==> src/rtl/mata_pkg.sv <==
// ----------------------------------------------------------------------------
// mata_pkg: shared types and constants for the aftertouch aggregator
// Holds the request and mode codes, the MIDI status values and the
// controller types that the sequencer and the peak unit use.
// ----------------------------------------------------------------------------
package mata_pkg;

  localparam int DATA_W = 7;

  // request codes
  localparam logic [1:0] ACT_NOTE_ON     = 2'd0;
  localparam logic [1:0] ACT_NOTE_OFF    = 2'd1;
  localparam logic [1:0] ACT_KEY_PRESS   = 2'd2;
  localparam logic [1:0] ACT_RELEASE_ALL = 2'd3;

  // pressure modes
  localparam logic [1:0] MODE_POLY = 2'd0;
  localparam logic [1:0] MODE_CHAN = 2'd1;

  // configuration register indexes
  localparam logic REG_PRESSURE_MODE  = 1'b0;
  localparam logic REG_CHANNEL_NUMBER = 1'b1;

  // MIDI status bytes, channel ored in later
  localparam logic [7:0] ST_NOTE_ON = 8'h90;
  localparam logic [7:0] ST_POLY_AT = 8'hA0;
  localparam logic [7:0] ST_CHAN_AT = 8'hD0;

  typedef enum logic [1:0] {
    S_IDLE,
    S_SCAN,
    S_LAST,
    S_DONE
  } state_t;

  typedef struct packed {
    logic clear;
    logic step;
  } peak_ctrl_t;

endpackage

==> src/rtl/mata_ram.sv <==
// ----------------------------------------------------------------------------
// mata_ram: generic single-port-write, registered-read RAM
// One write and one read per cycle; read data is registered and appears in
// the cycle after the read enable.
// ----------------------------------------------------------------------------
module mata_ram #(
  parameter int WIDTH = 7,
  parameter int DEPTH = 128,
  localparam int AW = $clog2(DEPTH)
) (
  input  logic             clk,
  input  logic             we,
  input  logic [AW-1:0]    waddr,
  input  logic [WIDTH-1:0] wdata,
  input  logic             re,
  input  logic [AW-1:0]    raddr,
  output logic [WIDTH-1:0] rdata
);

  logic [WIDTH-1:0] mem [DEPTH];

  always_ff @(posedge clk) begin
    if (we) begin
      mem[waddr] <= wdata;
    end
    if (re) begin
      rdata <= mem[raddr];
    end
  end

endmodule

==> src/rtl/mata_peak.sv <==
// ----------------------------------------------------------------------------
// mata_peak: running maximum unit
// One comparator reused once per table entry; clear restarts the maximum.
// ----------------------------------------------------------------------------
module mata_peak (
  input  logic                        clk,
  input  mata_pkg::peak_ctrl_t        ctrl,
  input  logic [mata_pkg::DATA_W-1:0] sample,
  output logic [mata_pkg::DATA_W-1:0] peak
);
  import mata_pkg::*;

  logic [DATA_W-1:0] peak_next;

  always_comb begin
    peak_next = peak;
    if (ctrl.clear) begin
      peak_next = '0;
    end else if (ctrl.step && (sample > peak)) begin
      peak_next = sample;
    end
  end

  always_ff @(posedge clk) begin
    peak <= peak_next;
  end

endmodule

==> src/rtl/midi_aftertouch_aggregator.sv <==
// ----------------------------------------------------------------------------
// midi_aftertouch_aggregator: MIDI note and aftertouch message former
// Turns note and pressure requests into MIDI messages on the configured
// channel, keeping a per-note pressure table for channel aftertouch.
// ----------------------------------------------------------------------------
// Note on, note off, polyphonic key pressure and release all need no scan:
// the request is accepted and its message sits in the output register from
// the next cycle on (release all sends one only in channel mode). A key
// pressure in channel mode scans the table: the table RAM is read one entry
// per cycle through its single read port and every entry goes through the
// one shared max comparator. in_ready is low during the scan and while an
// undelivered message blocks the output register. The table needs no
// clearing pass after reset: a valid bit per entry makes unwritten entries
// read as zero, and release all drops every valid bit at once.
// ----------------------------------------------------------------------------
module midi_aftertouch_aggregator #(
  parameter int NOTE_COUNT = 128
) (
  input  logic       clk,
  input  logic       rst,
  // configuration
  input  logic       cfg_we,
  input  logic       cfg_index,
  input  logic [3:0] cfg_data,
  // request channel
  input  logic       in_valid,
  output logic       in_ready,
  input  logic [1:0] action,
  input  logic [6:0] note_number,
  input  logic [6:0] amount,
  // message channel
  output logic       out_valid,
  input  logic       out_ready,
  output logic [7:0] status_byte,
  output logic [6:0] first_data,
  output logic [6:0] second_data
);
  import mata_pkg::*;

  localparam int         NOTE_AW    = $clog2(NOTE_COUNT);
  localparam logic [7:0] NOTE_LIMIT = 8'(NOTE_COUNT);
  localparam logic [NOTE_AW-1:0] LAST_ADDR = NOTE_AW'(NOTE_COUNT - 1);

  // configuration registers
  logic [1:0] pressure_mode;
  logic [3:0] channel_number;

  // sequencer
  state_t state, state_next;
  logic [NOTE_AW-1:0] scan_addr;
  logic rd_live;     // RAM read data of the previous cycle is a table entry
  logic rd_valid;    // that entry has been written since the last clear

  logic [NOTE_COUNT-1:0] note_valid;
  logic [DATA_W-1:0] sent_channel_pressure;

  logic [DATA_W-1:0] ram_rdata;
  logic [DATA_W-1:0] peak;
  logic [DATA_W-1:0] sample;
  peak_ctrl_t peak_ctrl;

  logic accept;
  logic in_range;
  logic start_scan;
  logic ram_we;
  logic ram_re;
  logic clear_all;
  logic sent_load;
  logic res_load;
  logic [7:0] res_status;
  logic [6:0] res_first;
  logic [6:0] res_second;

  assign accept   = in_valid && in_ready;
  assign in_range = {1'b0, note_number} < NOTE_LIMIT;
  assign start_scan = (action == ACT_KEY_PRESS) && in_range && (pressure_mode == MODE_CHAN);

  // ---------------------------------------------------------------------------
  // configuration writes
  // ---------------------------------------------------------------------------
  always_ff @(posedge clk) begin
    if (rst) begin
      pressure_mode  <= MODE_POLY;
      channel_number <= '0;
    end else if (cfg_we) begin
      case (cfg_index)
        REG_PRESSURE_MODE:  pressure_mode  <= cfg_data[1:0];
        REG_CHANNEL_NUMBER: channel_number <= cfg_data;
        default: ;
      endcase
    end
  end

  // ---------------------------------------------------------------------------
  // next state
  // ---------------------------------------------------------------------------
  always_comb begin
    state_next = state;
    case (state)
      S_IDLE: begin
        if (accept && start_scan) begin
          state_next = S_SCAN;
        end
      end
      S_SCAN: begin
        if (scan_addr == LAST_ADDR) begin
          state_next = S_LAST;
        end
      end
      S_LAST:  state_next = S_DONE;
      S_DONE:  state_next = S_IDLE;
      default: state_next = S_IDLE;
    endcase
  end

  always_ff @(posedge clk) begin
    if (rst) begin
      state <= S_IDLE;
    end else begin
      state <= state_next;
    end
  end

  // ---------------------------------------------------------------------------
  // sequencer outputs
  // ---------------------------------------------------------------------------
  always_comb begin
    in_ready        = 1'b0;
    ram_we          = 1'b0;
    ram_re          = 1'b0;
    clear_all       = 1'b0;
    sent_load       = 1'b0;
    res_load        = 1'b0;
    res_status      = ST_NOTE_ON;
    res_first       = note_number;
    res_second      = amount;
    peak_ctrl.clear = 1'b0;
    peak_ctrl.step  = rd_live;
    case (state)
      S_IDLE: begin
        // take a request only when its message has a free output slot
        in_ready = !out_valid || out_ready;
        if (accept) begin
          case (action)
            ACT_NOTE_ON: begin
              res_load = 1'b1;
            end
            ACT_NOTE_OFF: begin
              res_load   = 1'b1;
              res_second = '0;
            end
            ACT_KEY_PRESS: begin
              ram_we          = in_range;
              peak_ctrl.clear = 1'b1;
              if (in_range && (pressure_mode == MODE_POLY)) begin
                res_load   = 1'b1;
                res_status = ST_POLY_AT;
              end
            end
            ACT_RELEASE_ALL: begin
              clear_all = 1'b1;
              if (pressure_mode == MODE_CHAN) begin
                res_load   = 1'b1;
                res_status = ST_CHAN_AT;
                res_first  = '0;
                res_second = '0;
              end
            end
            default: ;
          endcase
        end
      end
      S_SCAN: begin
        ram_re = 1'b1;
      end
      S_LAST: ;
      S_DONE: begin
        // send channel pressure only when the maximum moved
        if (peak != sent_channel_pressure) begin
          sent_load  = 1'b1;
          res_load   = 1'b1;
          res_status = ST_CHAN_AT;
          res_first  = peak;
          res_second = '0;
        end
      end
      default: ;
    endcase
  end

  // ---------------------------------------------------------------------------
  // scan address, read tracking, valid bits, last sent pressure
  // ---------------------------------------------------------------------------
  always_ff @(posedge clk) begin
    if (rst) begin
      scan_addr  <= '0;
      rd_live    <= 1'b0;
      note_valid <= '0;
      sent_channel_pressure <= '0;
    end else begin
      rd_live <= ram_re;
      if (state == S_SCAN) begin
        scan_addr <= scan_addr + NOTE_AW'(1);
      end else begin
        scan_addr <= '0;
      end
      if (clear_all) begin
        note_valid <= '0;
        sent_channel_pressure <= '0;
      end else begin
        if (ram_we) begin
          note_valid[note_number[NOTE_AW-1:0]] <= 1'b1;
        end
        if (sent_load) begin
          sent_channel_pressure <= peak;
        end
      end
    end
  end

  // sample the valid bit alongside the RAM read
  always_ff @(posedge clk) begin
    if (ram_re) begin
      rd_valid <= note_valid[scan_addr];
    end
  end

  assign sample = rd_valid ? ram_rdata : '0;

  mata_ram #(
    .WIDTH(DATA_W),
    .DEPTH(NOTE_COUNT)
  ) u_table (
    .clk  (clk),
    .we   (ram_we),
    .waddr(note_number[NOTE_AW-1:0]),
    .wdata(amount),
    .re   (ram_re),
    .raddr(scan_addr),
    .rdata(ram_rdata)
  );

  mata_peak u_peak (
    .clk   (clk),
    .ctrl  (peak_ctrl),
    .sample(sample),
    .peak  (peak)
  );

  // ---------------------------------------------------------------------------
  // output register: hold the message until it is taken
  // ---------------------------------------------------------------------------
  always_ff @(posedge clk) begin
    if (rst) begin
      out_valid <= 1'b0;
    end else if (res_load) begin
      out_valid <= 1'b1;
    end else if (out_ready) begin
      out_valid <= 1'b0;
    end
  end

  always_ff @(posedge clk) begin
    if (res_load) begin
      status_byte <= res_status | {4'b0000, channel_number};
      first_data  <= res_first;
      second_data <= res_second;
    end
  end

`ifndef SYNTH
  // the scan result never lands on top of an undelivered message
  a_done_slot_free: assert property (@(posedge clk) disable iff (rst)
    (state == S_DONE) && sent_load |-> !out_valid)
    else $error("channel pressure loaded while output register full");

  // a channel-mode key pressure starts a scan on the next cycle
  a_scan_start: assert property (@(posedge clk) disable iff (rst)
    accept && start_scan |=> (state == S_SCAN) && (scan_addr == '0))
    else $error("scan did not start after channel-mode key pressure");

  // read data is only consumed right after a scan read
  a_live_in_scan: assert property (@(posedge clk) disable iff (rst)
    rd_live |-> (state == S_SCAN) || (state == S_LAST))
    else $error("table read data live outside the scan");

  // last sent pressure moves only at the end of a scan or on release all
  a_sent_update: assert property (@(posedge clk) disable iff (rst)
    !$stable(sent_channel_pressure) |->
      $past(rst) || ($past(state) == S_DONE) || $past(clear_all))
    else $error("last sent channel pressure changed unexpectedly");
`endif

endmodule
==> config.mk <==
export PLATFORM = sky130hd
export DESIGN_NAME = midi_aftertouch_aggregator
export DESIGN_NICKNAME = d
export VERILOG_FILES = /design/src/rtl/mata_pkg.sv /design/src/rtl/mata_ram.sv /design/src/rtl/mata_peak.sv /design/src/rtl/midi_aftertouch_aggregator.sv
export SDC_FILE = /design/constraint.sdc
export NUM_CORES = 1
export LEC_CHECK = 0
export ABC_AREA = 1
export BUFFER_PORTS_ARGS = -buffer_cell sky130_fd_sc_hd__buf_2
export CORE_UTILIZATION = 25
export CTS_CLUSTER_SIZE = 20
export DETAILED_ROUTE_END_ITERATION = 12
export GPL_TIMING_DRIVEN = 0
export MAX_ROUTING_LAYER = met4
export SYNTH_ARGS = -nofsm -noshare
export SYNTH_HDL_FRONTEND = slang
export SYNTH_HIERARCHICAL = 1
export SYNTH_SLANG_ARGS = --single-unit
==> constraint.sdc <==
create_clock -name clk -period 6.8 [get_ports clk]
set_input_delay 0.68 -clock clk [delete_from_list [all_inputs] [get_ports clk]]
set_output_delay 0.68 -clock clk [all_outputs]
set_load 0.005 [all_outputs]
# After elaboration in Yosys (flattened, before gate mapping)
# Memories as Yosys holds them, arrays and structs flattened. A register that Yosys moved wholly into a read port is not among the register bits.
# Index checks and enable logic that the tools add are counted.
# classes
add_sub_neg	1
magnitude_cmp	4
n_eq_ne	11
n_mux	43
bitwise	4
reduce_logical	17
# op_table
op	n
128-bit bitwise OR	1
7-bit 2-to-1 mux	11
7-bit one-hot mux with 2 select lines	5
1-bit 2-to-1 mux	19
7-bit by 8-bit less-than comparator with 1-bit output, second input constant	2
2-bit == test, second input constant	4
8-bit by 4-bit bitwise OR with 8-bit output	1
2-bit one-hot mux with 4 select lines	1
7-bit by 1-bit adder with 7-bit output, second input constant	1
1-bit binary-select mux with 7-bit select	1
1-bit demux with 7-bit select	1
7-bit == test, second input constant	1
7-bit by 1-bit >= comparator with 1-bit output, second input constant	1
7-bit > comparator	1
7-bit inequality test	1
2-bit by 1-bit == test with 1-bit output, second input constant	3
2-bit zero test	3
6-bit 2-to-1 mux	1
2-bit AND reduction	3
2-bit OR reduction	3
1-bit logical AND	5
2-bit 2-to-1 mux	2
2-bit inequality test, second input constant	2
1-bit one-hot mux with 3 select lines	1
5 further kinds	6
# totals
reg_bits	182
ramBits	896
input_bits	26
memories	1
# memory_table
name	words	width	rd	rd_ports_with_merged_regs	write_ports	line_no	text
u_table.mem	128	7	1	1	1	mata_ram.sv:20	logic [WIDTH-1:0] mem [DEPTH];

# Longest topological paths before layout
# logic_depth
ltp_word	8
depth_mapped	14
depth_no_buf	12

# Hierarchy
# The synthesis kept the hierarchy.
# by_module_without_submodules
mod	instances	cells_per_inst	area_each_um2
mata_ram	1	3152	37161.9
midi_aftertouch_aggregator	1	1094	7896.3
mata_peak	1	79	526.8

# Least setup slack after synthesis
# No wires, ideal clock.
# synth_timing
path_kind	input-to-reg
startpoint	input out_ready
endpoint	memory u_table.mem[105][0] (enable)
setup_ns	0.360
arrival_ns	2.357
required_time_ns	6.440
slack_ns	4.083
path_stages	11
path_buffers	3
cell_sequence	nor2_1 nor2_2 nand2_2 clkinv_2 nand2_4 inv_6 buf_2 clkbuf_1 nand2_1 clkbuf_1 nor2_1
# synth_via
elab_chain_cells	7
# synth_lines
item	line_no	text
start: declaration	midi_aftertouch_aggregator.sv:33	input logic out_ready,
1-bit logical OR	midi_aftertouch_aggregator.sv:142	in_ready = !out_valid || out_ready;
1-bit 2-to-1 mux	midi_aftertouch_aggregator.sv:139	case (state)
via in_ready	midi_aftertouch_aggregator.sv:27	output logic in_ready,
1-bit logical AND	midi_aftertouch_aggregator.sv:74	assign accept = in_valid && in_ready;
1-bit 2-to-1 mux	midi_aftertouch_aggregator.sv:143	if (accept) begin
1-bit 2-to-1 mux	midi_aftertouch_aggregator.sv:139	
via ram_we	midi_aftertouch_aggregator.sv:65	logic ram_we;
1-bit 2-to-1 mux	mata_ram.sv:23	if (we) begin
1-bit 2-to-1 mux (not written as such)	mata_ram.sv:24	mem[waddr] <= wdata;
end: declaration	mata_ram.sv:20	
# The timed path passes the listed nets, and every way through them passes these cells.

# Worst setup path in the final report
# layout_timing
startpoint	register state[0]
endpoint	memory u_table.mem[51][0] (enable)
# layout_via
elab_chain_cells	7
# layout_lines
item	line_no	text
start: declaration	midi_aftertouch_aggregator.sv:49	state_t state, state_next;
start signal: assignment	midi_aftertouch_aggregator.sv:120	state <= state_next;
2-bit zero test *	midi_aftertouch_aggregator.sv:139	
1-bit 2-to-1 mux	midi_aftertouch_aggregator.sv:139	
1-bit logical AND	midi_aftertouch_aggregator.sv:74	
1-bit 2-to-1 mux	midi_aftertouch_aggregator.sv:143	
1-bit 2-to-1 mux *	midi_aftertouch_aggregator.sv:139	
via ram_we	midi_aftertouch_aggregator.sv:65	
1-bit 2-to-1 mux *	mata_ram.sv:23	
1-bit 2-to-1 mux (not written as such) *	mata_ram.sv:24	
# The timed path passes the listed nets; every way through them passes the cells marked *.

==> metrics.csv <==
metric;value;unit
status;completed;
Nets;4522;
Crit path largest cell delay;1040;ps
number of port buffers;48;
Fmax;215.8;MHz
largest net degree at the start of global routing;106;
worst rel slew slack;3.129;%
CTS tree;yes;
Clock transition at path regs;60;ps
WP data arrival;4960;ps
dpl cells;6750;
Residual DRC;0;
HP Class;in -> reg;
Overflow after GRT;0;
num rows;156;
commonest non-fill, non-tap cells in the layout;nand2_1, nand3_1, edfxtp_1;
cts bufs inserted;102;
number of global-route vias before repair;30882;
Area Overhead vs Synth;15.37;%
CP delay by family, top;buffers and inverters;
top_reg_cell synth;edfxtp_1;
register-to-register setup slack;2170;ps
multi-input logic area;12190;um2
post-synthesis sequential area ratio;67.92;%
setup TNS;0;ps
FF+latch area;30960;um2
setup violators final;0;
die width;429.0;um
global-route wire length before repair;207.0;mm
number of flops mapped to enable cells by yosys;925;
max_cap viols;0;
GPL Wtd Cong;0.9751;
initial antenna violation count;2;
RSZ-0062 raised after global routing;false;
Clk Latency, worst-skew pair;750;ps
post-CTS sizing;0;
fin crit period;4634;ps
die area;184100;um2
Post-Layout Cell Count;6945;
Post-CTS Setup Inserts;0;
crit share post-route;68.15;%
Root Buffer Master;clkbuf_16;
Post-Route WL;142.7;mm
die height;429.0;um
commonest non-fill, non-tap cell in the layout;nand2_1;
GRT Util Overall;15.58;%
DRT antenna net count;0;
drt via density;4.758;
Post-synth ARST share;0;%
starting DRC count in detailed routing;3741;
Req. time, crit path;7130;ps
final hold vios;0;
cts hold-fix bufs;0;
syn avg cell area;10.54;um2
most used cell, CP;clkbuf_1;
crit start category;flip-flop;
Clock Path Buffers;3;
pwr/cell area;300.0;nW/um2
Filler Cells Inserted;18404;
clock skew;39.48;ps
final worst slack;2166;ps
Max Fanout on Critical Path;12;
layout cell share with drive strength beyond 1;9.469;%
Starting Density;25.19;%
area of the core;180900;um2
WP buf/inv;7;
post-detail-place hpwl;98.57;mm
drt pass-1 iters;6;
static leakage;0.01861;uW
max-slew violation count;0;
Mapped Nets;4363;
Setup Slack @ Placement;2114;ps
CP max-delay cell;nor2_1;
yosys warns;6;
synth unique cells;39;
synthesized area;45580;um2
CTS H-tree depth;3;
VDD IR-drop max;0.2017;mV
CP endpoint kind;flip-flop;
critical path class;reg -> reg;
per-cell routed wire length;20.55;um
Ports;50;
critical-path cell list;inv_1 > ha_1 > inv_2 > nor2_2 > nand2_2 > clkinv_2 > nand2_4 > inv_6 > buf_2 > clkbuf_1 > nand2_1 > clkbuf_1 > nor2_1;
via count;33043;
worst-margin pin slew;1453;ps
clock sinks;1084;
Cells after Synth;4325;
Yosys reg bits;1084;
==> flip-flops by register name, indices dropped and copies added (netlist names), 7 cells and up <==
name	cells
u_table/mem	896
note_valid	128
first_data	7
scan_addr	7
second_data	7
sent_channel_pressure	7
status_byte	7
u_peak/peak	7
u_table/rdata	7
==> routing by layer <==
layer	vias up	track usage, %	share of wire [%]	routed length (um)
li1	15162	-	-	-
met1	16045	19.59	40	56930
met2	1511	24.94	47	67240
met3	325	2.183	8.3	11830
met4	0	6.898	4.7	6701
met5	-	-	0	0
==> cell usage after synthesis (4+ instances only) <==
master | n | area [um2]
nor3_1 | 12 | 60.06
a21oi_1 | 152 | 760.7
inv_1 | 207 | 777.0
o211ai_1 | 10 | 75.07
nor2_8 | 4 | 80.08
o21ai_0 | 17 | 85.08
xor2_1 | 4 | 35.03
nand2_1 | 1346 | 5052
buf_4 | 30 | 225.2
clkbuf_1 | 52 | 195.2
buf_6 | 50 | 563.0
nand4_1 | 8 | 50.05
edfxtp_1 | 925 | 27780
buf_2 | 106 | 530.5
nor2_1 | 206 | 773.2
nand3_1 | 972 | 4865
ha_1 | 12 | 150.1
nor2_2 | 5 | 31.28
dfxtp_1 | 159 | 3183
buf_1 | 17 | 63.81
==> stage by stage <==
stage | hold slack [ps] | util (%) | total power, uW | cell area, um2
2_1_floorplan | 409.0 | - | 8940 | 45590
3_3_place_gp | 414.0 | 26.97 | 9839 | 48790
3_5_place_dp | 417.6 | 27.09 | 9861 | 49020
4_1_cts | 103.2 | 29.06 | 15860 | 52590
5_1_grt | 133.1 | 29.07 | 16330 | 52590
6_report | 154.9 | 29.07 | 15780 | 52590
==> final timing paths <==
check	start	end	cells past startpoint
worst max-delay path	state[0]	u_table/mem[51][0]	13
worst min-delay path	rst	out_valid	2
worst max register to register	state[0]	u_table/mem[51][0]	13
worst min register to register	channel_number[1]	status_byte[1]	0
==> area by class of cell <==
class / count / area share (%)
antenna: 2 / 0.009516
inverter: 216 / 1.568
tap: 2370 / 5.638
timing repair buffer: 55 / 0.8993
buffer: 257 / 3.057
clock buffer: 121 / 5.029
clock inverter: 72 / 1.749
sequential: 1084 / 58.87
multi-input combinational: 2768 / 23.18
==> power breakdown <==
group	internal, uW	switching [uW]
registers	7330	54.2
clock network	3460	2580
logic	677	1680
total	11500	4310
==> worst reg2reg max path, stage by stage, from the launching register on <==
cell and delay (ps):
dfxtp_1 330, inv_1 100, ha_1 280, inv_2 50
nor2_2 130, nand2_2 100, clkinv_2 80, nand2_4 90
inv_6 180, buf_2 380, clkbuf_1 430, nand2_1 380
clkbuf_1 680, nor2_1 1050
==> logic make-up after synthesis <==
| logic type | synth area share, % |
|---|---|
| AND/OR/NAND/NOR | 24.16 |
| XOR/XNOR | 0.1345 |
| adder cells (fa/ha/maj) | 0.3294 |
| buffers and inverters | 5.336 |
| flip-flops | 67.92 |
| AO/OA/AOI/OAI | 2.116 |
| other | 0.008226 |
No activity file was read; power rests on OpenSTA's default activity.
